## src/sv/rqss_pkg.sv

```systemverilog
// shared types and constants for the ring queue with slot status
// depends on nothing
`timescale 1ns / 1ps
`default_nettype none

package rqss_pkg;

    localparam int SLOTS        = 16;
    localparam int SLOT_W       = $clog2(SLOTS);
    localparam int CNT_W        = $clog2(SLOTS + 1);
    localparam int PAYLOAD_BITS = 32;
    localparam int IDX_W        = 8;
    localparam int ACT_W        = 2;
    localparam int WANT_W       = 2;
    localparam int CODE_W       = 3;

    typedef enum logic [1:0] {
        ST_EMPTY    = 2'd0,
        ST_CREATED  = 2'd1,
        ST_PREPARED = 2'd2,
        ST_SENT     = 2'd3
    } t_status;

    typedef enum logic [ACT_W-1:0] {
        ACT_PUSH    = 2'd0,
        ACT_FIND    = 2'd1,
        ACT_PREPARE = 2'd2,
        ACT_SEND    = 2'd3
    } t_action;

    typedef enum logic [CODE_W-1:0] {
        RC_OK           = 3'd0,
        RC_FULL         = 3'd1,
        RC_NOT_FOUND    = 3'd2,
        RC_BAD_INDEX    = 3'd3,
        RC_WRONG_STATUS = 3'd4
    } t_result;

endpackage

`default_nettype wire

```

## src/sv/rqss_ram.sv

```systemverilog
// generic single-write, single-read ram with registered read data
// depends on nothing
`timescale 1ns / 1ps
`default_nettype none

module rqss_ram #(
    parameter int WIDTH = 32,
    parameter int DEPTH = 16
) (
    input  wire logic                     i_clk,
    input  wire logic                     i_we,
    input  wire logic [$clog2(DEPTH)-1:0] i_waddr,
    input  wire logic [WIDTH-1:0]         i_wdata,
    input  wire logic                     i_re,
    input  wire logic [$clog2(DEPTH)-1:0] i_raddr,
    output logic      [WIDTH-1:0]         o_rdata
);

    logic [WIDTH-1:0] r_mem [DEPTH];

    always_ff @(posedge i_clk) begin
        if (i_we) begin
            r_mem[i_waddr] <= i_wdata;
        end
        if (i_re) begin
            o_rdata <= r_mem[i_raddr];
        end
    end

endmodule

`default_nettype wire

```

## src/sv/ring_queue_with_slot_status.sv

```systemverilog
// top level of the ring queue with per-slot status
// depends on rqss_pkg and rqss_ram
`timescale 1ns / 1ps
`default_nettype none
//
// Usage:
//  - input channel i_valid / o_ready carries one request item: action, payload,
//    slot index and wanted status. output channel o_valid / i_ready carries one
//    result item per request: result code, slot, payload and the two counts.
//  - a request is taken in the idle state. status, pointers and counts are
//    updated at that edge; the payload ram is written (push) or read (find)
//    in the same cycle. the ram read data is registered at that edge, and the
//    result is loaded from it into the output register in the result state.
//  - a new request is not taken until the result of the last one has been
//    loaded into the output register. the next request may be taken while a
//    finished result still waits in the output register.
//  - if the receiver stalls, the next result waits inside the block and no
//    further request is taken until the output register frees up.
//  - synchronous active-low reset empties every slot, clears pointers and
//    counts and drops o_valid. the payload ram is not cleared; a find only
//    ever returns a slot that a push has written.
//
module ring_queue_with_slot_status (
    input  wire logic                                i_clk,
    input  wire logic                                i_rst_n,
    input  wire logic                                i_valid,
    output logic                                     o_ready,
    input  wire logic [rqss_pkg::ACT_W-1:0]          i_action,
    input  wire logic [rqss_pkg::PAYLOAD_BITS-1:0]   i_payload_in,
    input  wire logic [rqss_pkg::IDX_W-1:0]          i_slot_index,
    input  wire logic [rqss_pkg::WANT_W-1:0]         i_wanted_status,
    output logic                                     o_valid,
    input  wire logic                                i_ready,
    output logic      [rqss_pkg::CODE_W-1:0]         o_result_code,
    output logic      [rqss_pkg::SLOT_W-1:0]         o_slot_out,
    output logic      [rqss_pkg::PAYLOAD_BITS-1:0]   o_payload_out,
    output logic      [rqss_pkg::CNT_W-1:0]          o_created_count,
    output logic      [rqss_pkg::CNT_W-1:0]          o_prepared_count
);

    import rqss_pkg::*;

    typedef enum logic {
        S_IDLE,
        S_RESULT
    } t_state;

    t_state                  r_state, n_state;
    t_status                 r_status [SLOTS];
    t_status                 n_status [SLOTS];
    logic [SLOT_W-1:0]       r_head, n_head;
    logic                    r_head_valid, n_head_valid;
    logic [SLOT_W-1:0]       r_tail, n_tail;
    logic [CNT_W-1:0]        r_created, n_created;
    logic [CNT_W-1:0]        r_prepared, n_prepared;
    t_result                 r_pend_code, n_pend_code;
    logic [SLOT_W-1:0]       r_pend_slot, n_pend_slot;
    logic                    r_pend_found, n_pend_found;
    logic                    r_out_valid, n_out_valid;
    t_result                 r_out_code, n_out_code;
    logic [SLOT_W-1:0]       r_out_slot, n_out_slot;
    logic [PAYLOAD_BITS-1:0] r_out_payload, n_out_payload;
    logic [CNT_W-1:0]        r_out_created, n_out_created;
    logic [CNT_W-1:0]        r_out_prepared, n_out_prepared;

    logic                    accept;
    logic                    full;
    logic [SLOT_W-1:0]       occ;
    t_status                 target;
    logic [SLOTS-1:0]        match;
    logic [SLOTS-1:0]        match_rot;
    logic [SLOT_W-1:0]       pick_off;
    logic [SLOT_W-1:0]       pick_slot;
    logic                    found_any;
    logic [SLOT_W-1:0]       idx;
    logic                    bad_idx;
    t_status                 need;
    t_status                 head_st;
    logic                    ram_we;
    logic                    ram_re;
    logic [PAYLOAD_BITS-1:0] ram_rdata;
    logic                    out_free;

    assign o_ready          = (r_state == S_IDLE);
    assign accept           = i_valid && o_ready;
    assign o_valid          = r_out_valid;
    assign o_result_code    = r_out_code;
    assign o_slot_out       = r_out_slot;
    assign o_payload_out    = r_out_payload;
    assign o_created_count  = r_out_created;
    assign o_prepared_count = r_out_prepared;

    // occupied window and status match, rotated so that head sits at bit 0
    assign full    = r_head_valid && (r_head == r_tail);
    assign occ     = r_tail - r_head;
    assign target  = t_status'(i_wanted_status + WANT_W'(1));
    assign head_st = r_status[r_head];

    always_comb begin
        for (int i = 0; i < SLOTS; i++) begin
            match[i] = r_head_valid && (r_status[i] == target)
                       && (full || (SLOT_W'(SLOT_W'(i) - r_head) < occ));
        end
        for (int k = 0; k < SLOTS; k++) begin
            match_rot[k] = match[SLOT_W'(r_head + SLOT_W'(k))];
        end
        pick_off = '0;
        for (int k = SLOTS - 1; k >= 0; k--) begin
            if (match_rot[k]) begin
                pick_off = SLOT_W'(k);
            end
        end
    end

    assign found_any = (|match_rot) && !i_wanted_status[WANT_W-1];
    assign pick_slot = r_head + pick_off;
    assign idx       = i_slot_index[SLOT_W-1:0];
    assign bad_idx   = ((IDX_W + 1)'(i_slot_index) >= (IDX_W + 1)'(SLOTS));
    assign need      = (t_action'(i_action) == ACT_PREPARE) ? ST_CREATED : ST_PREPARED;
    assign out_free  = !r_out_valid || i_ready;

    assign ram_we = accept && (t_action'(i_action) == ACT_PUSH)
                    && !(full && (head_st != ST_SENT) && (head_st != ST_EMPTY));
    assign ram_re = accept && (t_action'(i_action) == ACT_FIND);

    rqss_ram #(
        .WIDTH (PAYLOAD_BITS),
        .DEPTH (SLOTS)
    ) u_payload_ram (
        .i_clk   (i_clk),
        .i_we    (ram_we),
        .i_waddr (r_tail),
        .i_wdata (i_payload_in),
        .i_re    (ram_re),
        .i_raddr (pick_slot),
        .o_rdata (ram_rdata)
    );

    always_comb begin
        n_state        = r_state;
        n_status       = r_status;
        n_head         = r_head;
        n_head_valid   = r_head_valid;
        n_tail         = r_tail;
        n_created      = r_created;
        n_prepared     = r_prepared;
        n_pend_code    = r_pend_code;
        n_pend_slot    = r_pend_slot;
        n_pend_found   = r_pend_found;
        n_out_valid    = r_out_valid;
        n_out_code     = r_out_code;
        n_out_slot     = r_out_slot;
        n_out_payload  = r_out_payload;
        n_out_created  = r_out_created;
        n_out_prepared = r_out_prepared;

        if (r_out_valid && i_ready) begin
            n_out_valid = 1'b0;
        end

        case (r_state)
            S_IDLE: begin
                if (accept) begin
                    n_state      = S_RESULT;
                    n_pend_code  = RC_OK;
                    n_pend_slot  = '0;
                    n_pend_found = 1'b0;
                    case (t_action'(i_action))
                        ACT_PUSH: begin
                            if (ram_we) begin
                                if (full) begin
                                    n_head = r_head + SLOT_W'(1);
                                end
                                if (!r_head_valid) begin
                                    n_head_valid = 1'b1;
                                    n_head       = r_tail;
                                end
                                n_status[r_tail] = ST_CREATED;
                                n_tail           = r_tail + SLOT_W'(1);
                                if (r_created < CNT_W'(SLOTS)) begin
                                    n_created = r_created + CNT_W'(1);
                                end
                                n_pend_slot = r_tail;
                            end else begin
                                n_pend_code = RC_FULL;
                            end
                        end
                        ACT_FIND: begin
                            if (found_any) begin
                                n_pend_slot  = pick_slot;
                                n_pend_found = 1'b1;
                            end else begin
                                n_pend_code = RC_NOT_FOUND;
                            end
                        end
                        ACT_PREPARE, ACT_SEND: begin
                            if (bad_idx) begin
                                n_pend_code = RC_BAD_INDEX;
                            end else if (r_status[idx] != need) begin
                                n_pend_code = RC_WRONG_STATUS;
                            end else if (t_action'(i_action) == ACT_PREPARE) begin
                                n_status[idx] = ST_PREPARED;
                                if (r_created != '0) begin
                                    n_created = r_created - CNT_W'(1);
                                end
                                if (r_prepared < CNT_W'(SLOTS)) begin
                                    n_prepared = r_prepared + CNT_W'(1);
                                end
                            end else begin
                                n_status[idx] = ST_SENT;
                                if (r_prepared != '0) begin
                                    n_prepared = r_prepared - CNT_W'(1);
                                end
                            end
                        end
                        default: begin
                            n_pend_code = RC_OK;
                        end
                    endcase
                end
            end
            S_RESULT: begin
                if (out_free) begin
                    n_state        = S_IDLE;
                    n_out_valid    = 1'b1;
                    n_out_code     = r_pend_code;
                    n_out_slot     = r_pend_slot;
                    n_out_payload  = r_pend_found ? ram_rdata : '0;
                    n_out_created  = r_created;
                    n_out_prepared = r_prepared;
                end
            end
            default: begin
                n_state = S_IDLE;
            end
        endcase
    end

    always_ff @(posedge i_clk) begin
        if (!i_rst_n) begin
            r_state        <= S_IDLE;
            for (int i = 0; i < SLOTS; i++) begin
                r_status[i] <= ST_EMPTY;
            end
            r_head         <= '0;
            r_head_valid   <= 1'b0;
            r_tail         <= '0;
            r_created      <= '0;
            r_prepared     <= '0;
            r_pend_code    <= RC_OK;
            r_pend_slot    <= '0;
            r_pend_found   <= 1'b0;
            r_out_valid    <= 1'b0;
            r_out_code     <= RC_OK;
            r_out_slot     <= '0;
            r_out_payload  <= '0;
            r_out_created  <= '0;
            r_out_prepared <= '0;
        end else begin
            r_state        <= n_state;
            r_status       <= n_status;
            r_head         <= n_head;
            r_head_valid   <= n_head_valid;
            r_tail         <= n_tail;
            r_created      <= n_created;
            r_prepared     <= n_prepared;
            r_pend_code    <= n_pend_code;
            r_pend_slot    <= n_pend_slot;
            r_pend_found   <= n_pend_found;
            r_out_valid    <= n_out_valid;
            r_out_code     <= n_out_code;
            r_out_slot     <= n_out_slot;
            r_out_payload  <= n_out_payload;
            r_out_created  <= n_out_created;
            r_out_prepared <= n_out_prepared;
        end
    end

endmodule

`default_nettype wire

```

## config.mk

```make
export PLATFORM = sky130hd
export DESIGN_NAME = ring_queue_with_slot_status
export DESIGN_NICKNAME = d
export VERILOG_FILES = /design/src/sv/rqss_pkg.sv /design/src/sv/rqss_ram.sv /design/src/sv/ring_queue_with_slot_status.sv
export SDC_FILE = /design/constraint.sdc
export NUM_CORES = 1
export LEC_CHECK = 0
export ABC_AREA = 1
export BUFFER_PORTS_ARGS = -buffer_cell sky130_fd_sc_hd__buf_4
export CAP_MARGIN = 20
export CORE_MARGIN = 3
export CORE_UTILIZATION = 42
export CTS_CLUSTER_DIAMETER = 100
export DETAILED_ROUTE_END_ITERATION = 10
export SETUP_SLACK_MARGIN = 0.02
export SLEW_MARGIN = 20
export SYNTH_ARGS = -nofsm -noshare
export SYNTH_HDL_FRONTEND = slang
export SYNTH_SLANG_ARGS = --single-unit
```

## constraint.sdc

```tcl
create_clock -name i_clk -period 5.64 [get_ports i_clk]
set_clock_uncertainty 0.2 [all_clocks]
set_input_delay 0.564 -clock i_clk [delete_from_list [all_inputs] [get_ports i_clk]]
set_output_delay 0.564 -clock i_clk [all_outputs]
set_load 0.02 [all_outputs]
```

=== Word level (Yosys, flattened, before mapping) ===
Memories as Yosys holds them, arrays and structs flattened. A register that Yosys moved wholly into a read port is not among the register bits.
Cells that the tools add are included.
Widths: inputs -> output; s select.

* Memories kept: 1
* Output and inout port bits: 51
* Latch bits: 0
* Bits in registers: 110
* Logic and storage cells: 327
* Memory bits (read-only): 0
* RAM bits: 512
* Input bits: 48

* Reduce and logical (&&, ||, !) cells: 78
* Equal/unequal tests: 30
* Multiplexer cells: 95
* Shift-type cells: 0
* Multiply operators: 0
* Bitwise gates (word level): 13
* Order comparisons: 40
* Divide/modulo/power cells: 0
* $add $sub $neg: 39

{| class="wikitable"
|+ Memories
! name !! words !! width !! rd ports !! clocked after Yosys merged registers in !! wr ports !! RTL line !! text
|-
| u_payload_ram.r_mem || 16 || 32 || 1 || 1 || 1 || rqss_ram.sv:19 || <nowiki>logic [WIDTH-1:0] r_mem [DEPTH];</nowiki>
|}

{| class="wikitable"
|+ Operators by type and width
! operator !! count
|-
| $mux 32 || 5
|-
| $lt 4x5->1 const B || 16
|-
| $mux 4 || 20
|-
| $bmux 1 s4 || 16
|-
| $lt 4x4->1 || 16
|-
| $pmux 32 s2 || 1
|-
| $mux 5 || 9
|-
| $logic_and 1x1->1 || 43
|-
| $add 4x4->4 const B || 8
|-
| $and 16x16->16 || 2
|-
| $eq 2x2->1 || 16
|-
| $not 16->16 || 2
|-
| $or 16x16->16 || 2
|-
| $or 32x32->32 || 1
|-
| $sub 4x4->4 const A || 8
|-
| $mux 1 || 26
|-
| $logic_or 1x1->1 || 17
|-
| $add 4x3->4 const B || 4
|-
| $bmux 2 s4 || 2
|-
| $demux 2 s4 || 2
|-
| $mux 2 || 8
|-
| $reduce_or 16->1 || 1
|-
| $sub 3x4->4 const A || 4
|-
| $ge 5x5->1 const B || 3
|-
| 36 further kinds || 63
|}

=== Logic depth before layout (Yosys ltp) ===
Gate-level depths: netlist of run 1.

* Depth after elaboration: 25
* Mapped depth: 48
* Gate-level depth less buffers: 46

=== By module ===
Synthesis of run 1 repeated with hierarchy kept, for this count alone.

* Cell total of the unflattened synthesis: 3415
* Area, all modules: 31298.8 um2

{| class="wikitable"
|+ Modules (own cells, without submodules)
! module !! sequential area each (um2) !! cells each !! times used !! area each (um2)
|-
| rqss_ram || 16335.7 || 2120 || 1 || 23064.6
|-
| ring_queue_with_slot_status || 2202.1 || 1295 || 1 || 8234.1
|}

=== Worst setup path before layout of run 1 ===
Ideal clock, no wire load.

* Kind: register to register
* Start: register r_head[1]
* End: register u_payload_ram.o_rdata[10], read port of u_payload_ram.r_mem (data pin)
* Setup time: 259 ps
* Data required time: 5181 ps
* Setup slack: -126 ps
* Clock period less this slack: 5766 ps
* Buffers on the path: 4
* Arrival time: 5307 ps
* Stages on the path, launching flop included: 37
* Path through: dfxtp_1 -> buf_2 -> inv_2 -> buf_2 -> fa_1 -> xnor2_1 -> ha_1 -> a21oi_1 -> o21ai_1 -> nand2_1 -> nand3_1 -> nand3_1 -> and2_1 -> nand2_1 -> nand3_1 -> nand2_1 -> nand2_1 -> nand2_1 -> nand2_1 -> nand2_1 -> nand2_1 -> nand2_1 -> nand2_1 -> nand2_1 -> nand2_1 -> nand2_1 -> nand2_1 -> a21oi_1 -> ha_1 -> fa_1 -> xnor2_1 -> inv_1 -> clkbuf_1 -> clkbuf_1 -> o221ai_1 -> o21ai_0 -> o21ai_2

* Word-level cells in the longest chain between the ends: 23
* Elaborated cells on any way between the ends: 131
* Classes of those cells: add/sub: 33; order compare: 16; eq/ne: 1; mux: 48; reduce/logical: 33

{| class="wikitable"
|+ RTL lines
! what !! RTL line !! text
|-
| start: declaration || ring_queue_with_slot_status.sv:51 || <nowiki>logic [SLOT_W-1:0] r_head, n_head;</nowiki>
|-
| start signal: assignment || ring_queue_with_slot_status.sv:262 || <nowiki>r_head <= n_head;</nowiki>
|-
| $sub 1x4->4 (tied with other cells) || ring_queue_with_slot_status.sv:102 || <nowiki>&& (full || (SLOT_W'(SLOT_W'(i) - r_head) < occ));</nowiki>
|-
| $lt 4x4->1 / $logic_and 1x1->1 (equally long branches) || ring_queue_with_slot_status.sv:102, ring_queue_with_slot_status.sv:94 ||
|-
| $logic_or 1x1->1 || ring_queue_with_slot_status.sv:102 ||
|-
| $logic_and 1x1->1 || ring_queue_with_slot_status.sv:102 ||
|-
| $bmux 1 s4 || ring_queue_with_slot_status.sv:105 || <nowiki>match_rot[k] = match[SLOT_W'(r_head + SLOT_W'(k))];</nowiki>
|-
| $mux 1 (not written as such) || ring_queue_with_slot_status.sv:105 ||
|-
| $mux 4 (16 in a row) || ring_queue_with_slot_status.sv:109 || <nowiki>if (match_rot[k]) begin</nowiki>
|-
| $add 4x4->4 (*) || ring_queue_with_slot_status.sv:116 || <nowiki>assign pick_slot = r_head + pick_off;</nowiki>
|-
| end: declaration || rqss_ram.sv:16 || <nowiki>output logic [WIDTH-1:0] o_rdata</nowiki>
|}

Mark *: on every way between the ends. The rest lies on a longest branch, timed or not. The select of a mux whose other input is x is not followed.
A chain may end at the register's enable or synchronous reset.

=== Worst setup path after layout of run 1 ===
* Start: register r_tail[0]
* End: register u_payload_ram.o_rdata[17], read port of u_payload_ram.r_mem (data pin)

* Word-level cells in the longest chain between the ends: 23
* Elaborated cells on any way between the ends: 100
* Classes of those cells: add/sub: 2; order compare: 16; eq/ne: 1; mux: 48; reduce/logical: 33

{| class="wikitable"
|+ RTL lines
! what !! RTL line !! text
|-
| start: declaration || ring_queue_with_slot_status.sv:53 || <nowiki>logic [SLOT_W-1:0] r_tail, n_tail;</nowiki>
|-
| start signal: assignment || ring_queue_with_slot_status.sv:264 || <nowiki>r_tail <= n_tail;</nowiki>
|-
| $sub 4x4->4 / $eq 4x4->1 (equally long branches) || ring_queue_with_slot_status.sv:95, ring_queue_with_slot_status.sv:94 ||
|-
| $lt 4x4->1 / $logic_and 1x1->1 (equally long branches) || ring_queue_with_slot_status.sv:102, ring_queue_with_slot_status.sv:94 ||
|-
| $logic_or 1x1->1 || ring_queue_with_slot_status.sv:102 ||
|-
| $logic_and 1x1->1 || ring_queue_with_slot_status.sv:102 ||
|-
| $bmux 1 s4 || ring_queue_with_slot_status.sv:105 ||
|-
| $mux 1 (not written as such) || ring_queue_with_slot_status.sv:105 ||
|-
| $mux 4 (15 in a row) || ring_queue_with_slot_status.sv:109 ||
|-
| $mux 4 (*) || ring_queue_with_slot_status.sv:109 ||
|-
| $add 4x4->4 (*) || ring_queue_with_slot_status.sv:116 ||
|}

Marked as above.

==> results of run 1 <==
per-layer routing:
metal,vias up,wire [um],track usage
li1,10300,-,-
met1,11000,38600,0.340
met2,965,41900,0.397
met3,197,6950,0.0356
met4,0,3160,0.0865
met5,-,0,0
power breakdown:
part	switching [mW]	leakage, nW	internal (mW)
Combinational	3.40	5.93	2.29
Sequential	0.0329	5.79	5.38
Clock	1.89	1.10	2.68
Total	5.32	12.8	10.3
final timing paths:
check	endpoint	cells past startpoint
setup / recovery	u_payload_ram.o_rdata[17]$_DFFE_PP_	42
hold / removal	u_payload_ram.r_mem[0][24]$_DFFE_PP_	1
setup reg to reg	u_payload_ram.o_rdata[17]$_DFFE_PP_	42
hold reg to reg	o_payload_out[21]$_SDFFE_PN0P_	2
through the flow:
stage	area (um^2)	worst slack [ns]	utilization	cells	setup TNS, ns
final	35800	-0.0718	0.528	3904	-0.496
after floorplan	29000	0.0228	-	2721	0
after global placement	31900	-0.390	0.470	3737	-9.09
after CTS	35000	-0.0131	0.516	3884	-0.0491
after detailed placement	31900	-0.385	0.470	3737	-8.83
after global routing	35800	-0.368	0.528	3904	-10.35
worst max-delay path, delay by kind of cell (launching register included):
family	cells	cell delay (ns)
fa+ha+maj	5	1.87
compound gates	5	0.49
flops	1	0.32
simple gates	25	1.80
buf+inv	7	0.75
state kept, by name (all words and copies together) (netlist names), named ones only:
name / count
o_created_count: 5
o_payload_out: 32
o_prepared_count: 5
o_result_code: 3
o_slot_out: 4
o_valid: 1
r_created: 5
r_head: 4
r_head_valid: 1
r_pend_code: 3
r_pend_found: 1
r_pend_slot: 4
r_prepared: 5
r_state: 1
r_status: 16
r_tail: 4
u_payload_ram.o_rdata: 32
u_payload_ram.r_mem: 512
cell usage after synthesis (all sizes together), types with 2 or more instances:
cell | n | area, um^2
edfxtp | 544 | 16300
o21ai | 422 | 2230
nand2 | 375 | 1450
nor2 | 375 | 1420
nand3 | 156 | 801
a21oi | 134 | 682
inv | 127 | 487
clkbuf | 124 | 465
dfxtp | 110 | 2200
o22ai | 74 | 463
o221ai | 67 | 587
buf | 47 | 294
ha | 39 | 488
o211ai | 34 | 395
a31oi | 19 | 125
o22a | 14 | 123
xor2 | 10 | 87.6
nand4 | 7 | 43.8
nor3 | 7 | 40.0
xnor2 | 6 | 52.6
clkinv | 5 | 18.8
a21o | 4 | 30.0
fa | 4 | 80.1
and2 | 3 | 18.8
nor4 | 3 | 33.8
a22oi | 2 | 15.0
o21a | 2 | 15.0
o21bai | 2 | 15.0
cell families after synthesis:
logic type      Yosys count  share of synthesized area
compound gates          777                      0.162
xor+xnor                 16                    0.00483
fa+ha+maj                43                     0.0196
buf+inv                 303                     0.0436
flops                   654                      0.638
simple gates            928                      0.131
repair_timing:
item	CTS	global route
cloned	11	9
pin swaps	25	88
buffers inserted	12	9
gates resized for setup	119	153
endpoints found under the setup margin	32	34
final cells by class:
class / instances / area (um^2) / share of cell area
multi-input cells: 1764 / 10200 / 0.286
well taps: 921 / 1150 / 0.0322
diodes: 2 / 5.00 / 0.000140
repair inverters: 1 / 16.3 / 0.000454
clock buffers: 84 / 1860 / 0.0519
repair buffers: 306 / 3070 / 0.0857
clock inverters: 40 / 407 / 0.0114
flip-flops and latches: 654 / 18500 / 0.518
inverters: 132 / 529 / 0.0148
==> results.json, run 1 <==
{
  "worst-r2r-setup-slack_ns": -0.07,
  "synth-seq-area-share": 0.638,
  "pin_count": 99,
  "dieArea_mm2": 0.0723,
  "cts_root_buf": "clkbuf_16",
  "initial_core_util": 0.428,
  "critical_path.startpoint": "r_tail[0]$_SDFFE_PN0P_",
  "tightest_slew_ns": 1.09,
  "synth_flop_cell": "edfxtp_1",
  "grt_max_degree": 89,
  "drcViolationCount": 0,
  "grt_pass1_vias": 21300,
  "cts_hold_buf": 0,
  "p_leak_nw": 12.8,
  "critPathMaxFanout": 7,
  "fill_cells": 5823,
  "final_cell_mix": "edfxtp_1 (544), nor2_1 (354), nand2_1 (322)",
  "max-vdd-ir-drop_mv": 0.292,
  "drt_iter0_drc": 2304,
  "mostFrequentLayoutCell": "edfxtp_1",
  "critPathArrivalTime_ns": 5.87,
  "hold_start": "i_payload_in[24]",
  "viasPerCell": 5.75,
  "area_growth_pct": 23.3,
  "cap_violations": 0,
  "detail-route-antenna-nets": 0,
  "dieWidth_um": 269,
  "htreeDepth": 3,
  "wl_per_cell_um": 23.2,
  "worstSetupStartpointType": "register",
  "fmax_mhz": 175,
  "synth-edff-count": 544,
  "syn_area_mm2": 0.0290,
  "grt_pass1_wl_um": 133000,
  "maxSlewViolCount": 0,
  "syn_inst": 2721,
  "post-route-period-util": 1.01,
  "worstSetupPathType": "register to register",
  "layout-drive-gt1-share": 0.234,
  "crit_top_cell": "nand2_1",
  "wl_um": 90700,
  "yosys_register_bits": 654,
  "syn-num-nets": 2812,
  "status": "finished, violations left",
  "cpPeakStageDelay_ns": 0.77,
  "yosysWarnings": 0,
  "hold_path.class": "primary input to register",
  "synth_cell_types": 51,
  "drtPass1Iterations": 6,
  "setup_slack_ns": -0.0718,
  "total_power_mw": 15.7,
  "endpoint_kind": "register",
  "coreArea_mm2": 0.0679,
  "avgSynthCellArea_um2": 10.7,
  "cts_tree": "done",
  "cts_buffers": 69,
  "io_buffers": 98,
  "antenna_found_initial": 3,
  "grt_overflow": 0,
  "place_congestion": 0.972,
  "rows": 95,
  "finalHoldViolCount": 0,
  "place_hpwl_um": 51400,
  "postSynth.asyncResetShare": 0,
  "grt_use_total": 0.245,
  "clock_latency_ns": 0.62,
  "path_clk_slew_ns": 0.06,
  "required_ns": 5.80,
  "relSlewSlack": 0.273,
  "clock_sinks": 654,
  "violations": "setup timing",
  "crit_slowest_cell": "fa_4",
  "rsz0062_at_grt": "yes",
  "clockBufferDepth": 3,
  "die-height_um": 269,
  "power.density_mw_per_mm2": 438,
  "vias": 22500,
  "finalCriticalPeriod_ns": 5.71,
  "r2r_start": "r_tail[0]$_SDFFE_PN0P_",
  "fin_hold_ws_ns": 0.0448,
  "setup_violations": 13,
  "nNetsFinal": 3019
}
(Power assumes the default switching activity.)
==> run 2, diff against run 1 <==
--- a/config.mk
+++ b/config.mk
@@ -14,2 +14,3 @@
 export DETAILED_ROUTE_END_ITERATION = 10
+export GPL_TIMING_DRIVEN = 0
 export SETUP_SLACK_MARGIN = 0.02
--- a/constraint.sdc
+++ b/constraint.sdc
@@ -4,2 +4,2 @@
 set_output_delay 0.564 -clock i_clk [all_outputs]
-set_load 0.02 [all_outputs]
+set_load 0.01 [all_outputs]
==> run 2 against run 1 <==
The flow still finishes with violations (setup timing). Largest cell class unchanged. Die area stayed put. Non-clock buffer count is 47 higher. Critical path depth up 1. Highest routed layer is now met5. Critical endpoint is now u_payload_ram.o_rdata[23]$_DFFE_PP_.
==> results.json, run 2 (synthesis results as in run 1) <==
{
  "status": "finished, violations left",
  "violations": "setup timing",
  "detail-route-antenna-nets": 0,
  "grt_overflow": 0,
  "coreArea_mm2": 0.0679,
  "setup_tns_ns": -0.00692,
  "place_congestion": 0.891,
  "final_cell_mix": "edfxtp_1 (544), nor2_1 (354), o21ai_0 (327)",
  "nNetsFinal": 3066,
  "grt_use_total": 0.269,
  "wl_um": 98800,
  "p_int_mw": 10.2,
  "crit_top_cell": "nand2_1",
  "dieArea_mm2": 0.0723,
  "crit_slowest_cell": "fa_2",
  "fin_cells": 3956,
  "clock_sinks": 654,
  "path_clk_slew_ns": 0.06,
  "viasPerCell": 5.86,
  "power.density_mw_per_mm2": 447,
  "dp_slack_ns": -2.74,
  "critPathArrivalTime_ns": 5.87,
  "cts_buffers": 70,
  "drtPass1Iterations": 6,
  "cts_root_buf": "clkbuf_16",
  "die-height_um": 269,
  "power_switching_mw": 6.01,
  "setup_slack_ns": -0.00692,
  "stdcell_area_mm2": 0.0363,
  "grt_pass1_wl_um": 143000,
  "cpPeakStageDelay_ns": 0.45,
  "post-route-period-util": 1.00,
  "clock_latency_ns": 0.62,
  "grt_max_degree": 20,
  "cts_tree": "done",
  "relSlewSlack": 0.267,
  "critPathMaxFanout": 10,
  "worstSetupPathType": "register to register",
  "fill_cells": 5783,
  "tightest_slew_ns": 1.10,
  "finalHoldViolCount": 0,
  "grt_pass1_vias": 22200,
  "path_buf_inv": 10,
  "p_sw_frac": 0.370,
  "drt_iter0_drc": 2517,
  "drcViolationCount": 0,
  "rsz0062_at_grt": "yes",
  "dpl_cell_area_mm2": 0.0317,
  "clkPwrFrac": 0.281,
  "top_register": "u_payload_ram.r_mem",
  "rows": 95,
  "cts_hold_buf": 0,
  "mostFrequentLayoutCell": "edfxtp_1",
  "p_leak_nw": 13.0,
  "worstSetupStartpointType": "register",
  "required_ns": 5.86,
  "crit_family": "simple AND/OR/NAND/NOR gates",
  "finalCriticalPeriod_ns": 5.65,
  "vias": 23200,
  "fin_util": 0.535,
  "initial_core_util": 0.428,
  "maxSlewViolCount": 0,
  "combPwrFrac": 0.387,
  "wl_per_cell_um": 25.0,
  "endpoint_kind": "register",
  "hold_path.class": "primary input to register",
  "fin_hold_ws_ns": 0.0289,
  "setup_violations": 1,
  "total_power_mw": 16.3,
  "antenna_found_initial": 1,
  "dp.cells": 3766,
  "place_hpwl_um": 67000,
  "cap_violations": 0,
  "area_growth_pct": 25.2,
  "layout-drive-gt1-share": 0.233,
  "pin_count": 99,
  "io_buffers": 96,
  "dieWidth_um": 269,
  "pwr-share-seq": 0.333,
  "clockBufferDepth": 3,
  "htreeDepth": 3,
  "fmax_mhz": 177,
  "largest_reg_flops": 512,
  "max-vdd-ir-drop_mv": 0.340
}
run 2: area by class of cell:
cell class | instances | area, um^2 | area share
inverters | 132 | 549 | 0.0151
repair buffers | 184 | 2010 | 0.0553
multi-input cells | 1764 | 10300 | 0.284
flip-flops and latches | 654 | 18600 | 0.511
clock buffers | 95 | 1950 | 0.0536
plain buffers | 169 | 1460 | 0.0402
diodes | 2 | 5.00 | 0.000138
clock inverters | 35 | 332 | 0.00912
well taps | 921 | 1150 | 0.0317
run 2: what timing repair did:
item	CTS	global route
pin swaps	86	91
gates cloned	7	4
buffers inserted	43	7
gates resized for setup	420	134
setup endpoints to repair	36	35
run 2: routing by layer:
layer,share of wire,global-route usage,vias to the layer above
li1,-,-,10300
met3,0.086,0.0434,200
met4,0.035,0.0959,2
met5,0.00011,0,-
met1,0.42,0.379,11500
met2,0.45,0.423,1148
run 2: tightest hold or removal path: stages:
cell and delay (ns):
buf_4 0.08, inv_1 0.03, nand2_1 0.06, a21oi_1 0.06
run 2: path summary, 6_finish.rpt:
check / start / endpoint / slack [ns] / cells after the start
worst min register to register: r_created[4]$_SDFFE_PN0P_ / r_created[4]$_SDFFE_PN0P_ / 0.26 / 1
worst min-delay path: i_ready / o_valid$_SDFF_PN0_ / 0.03 / 4
worst max register to register: r_head[0]$_SDFFE_PN0P_ / u_payload_ram.o_rdata[23]$_DFFE_PP_ / -0.007 / 43
worst max-delay path: r_head[0]$_SDFFE_PN0P_ / u_payload_ram.o_rdata[23]$_DFFE_PP_ / -0.007 / 43
run 2: power groups by stage:
stage	clock, mW	combinational, mW	sequential [mW]
2_1_floorplan	0	2.97	5.51
4_1_cts	4.62	5.84	5.41
3_5_place_dp	0	4.94	5.52
6_report	4.56	6.29	5.41
5_1_grt	4.80	6.63	5.41
3_3_place_gp	0	4.82	5.52
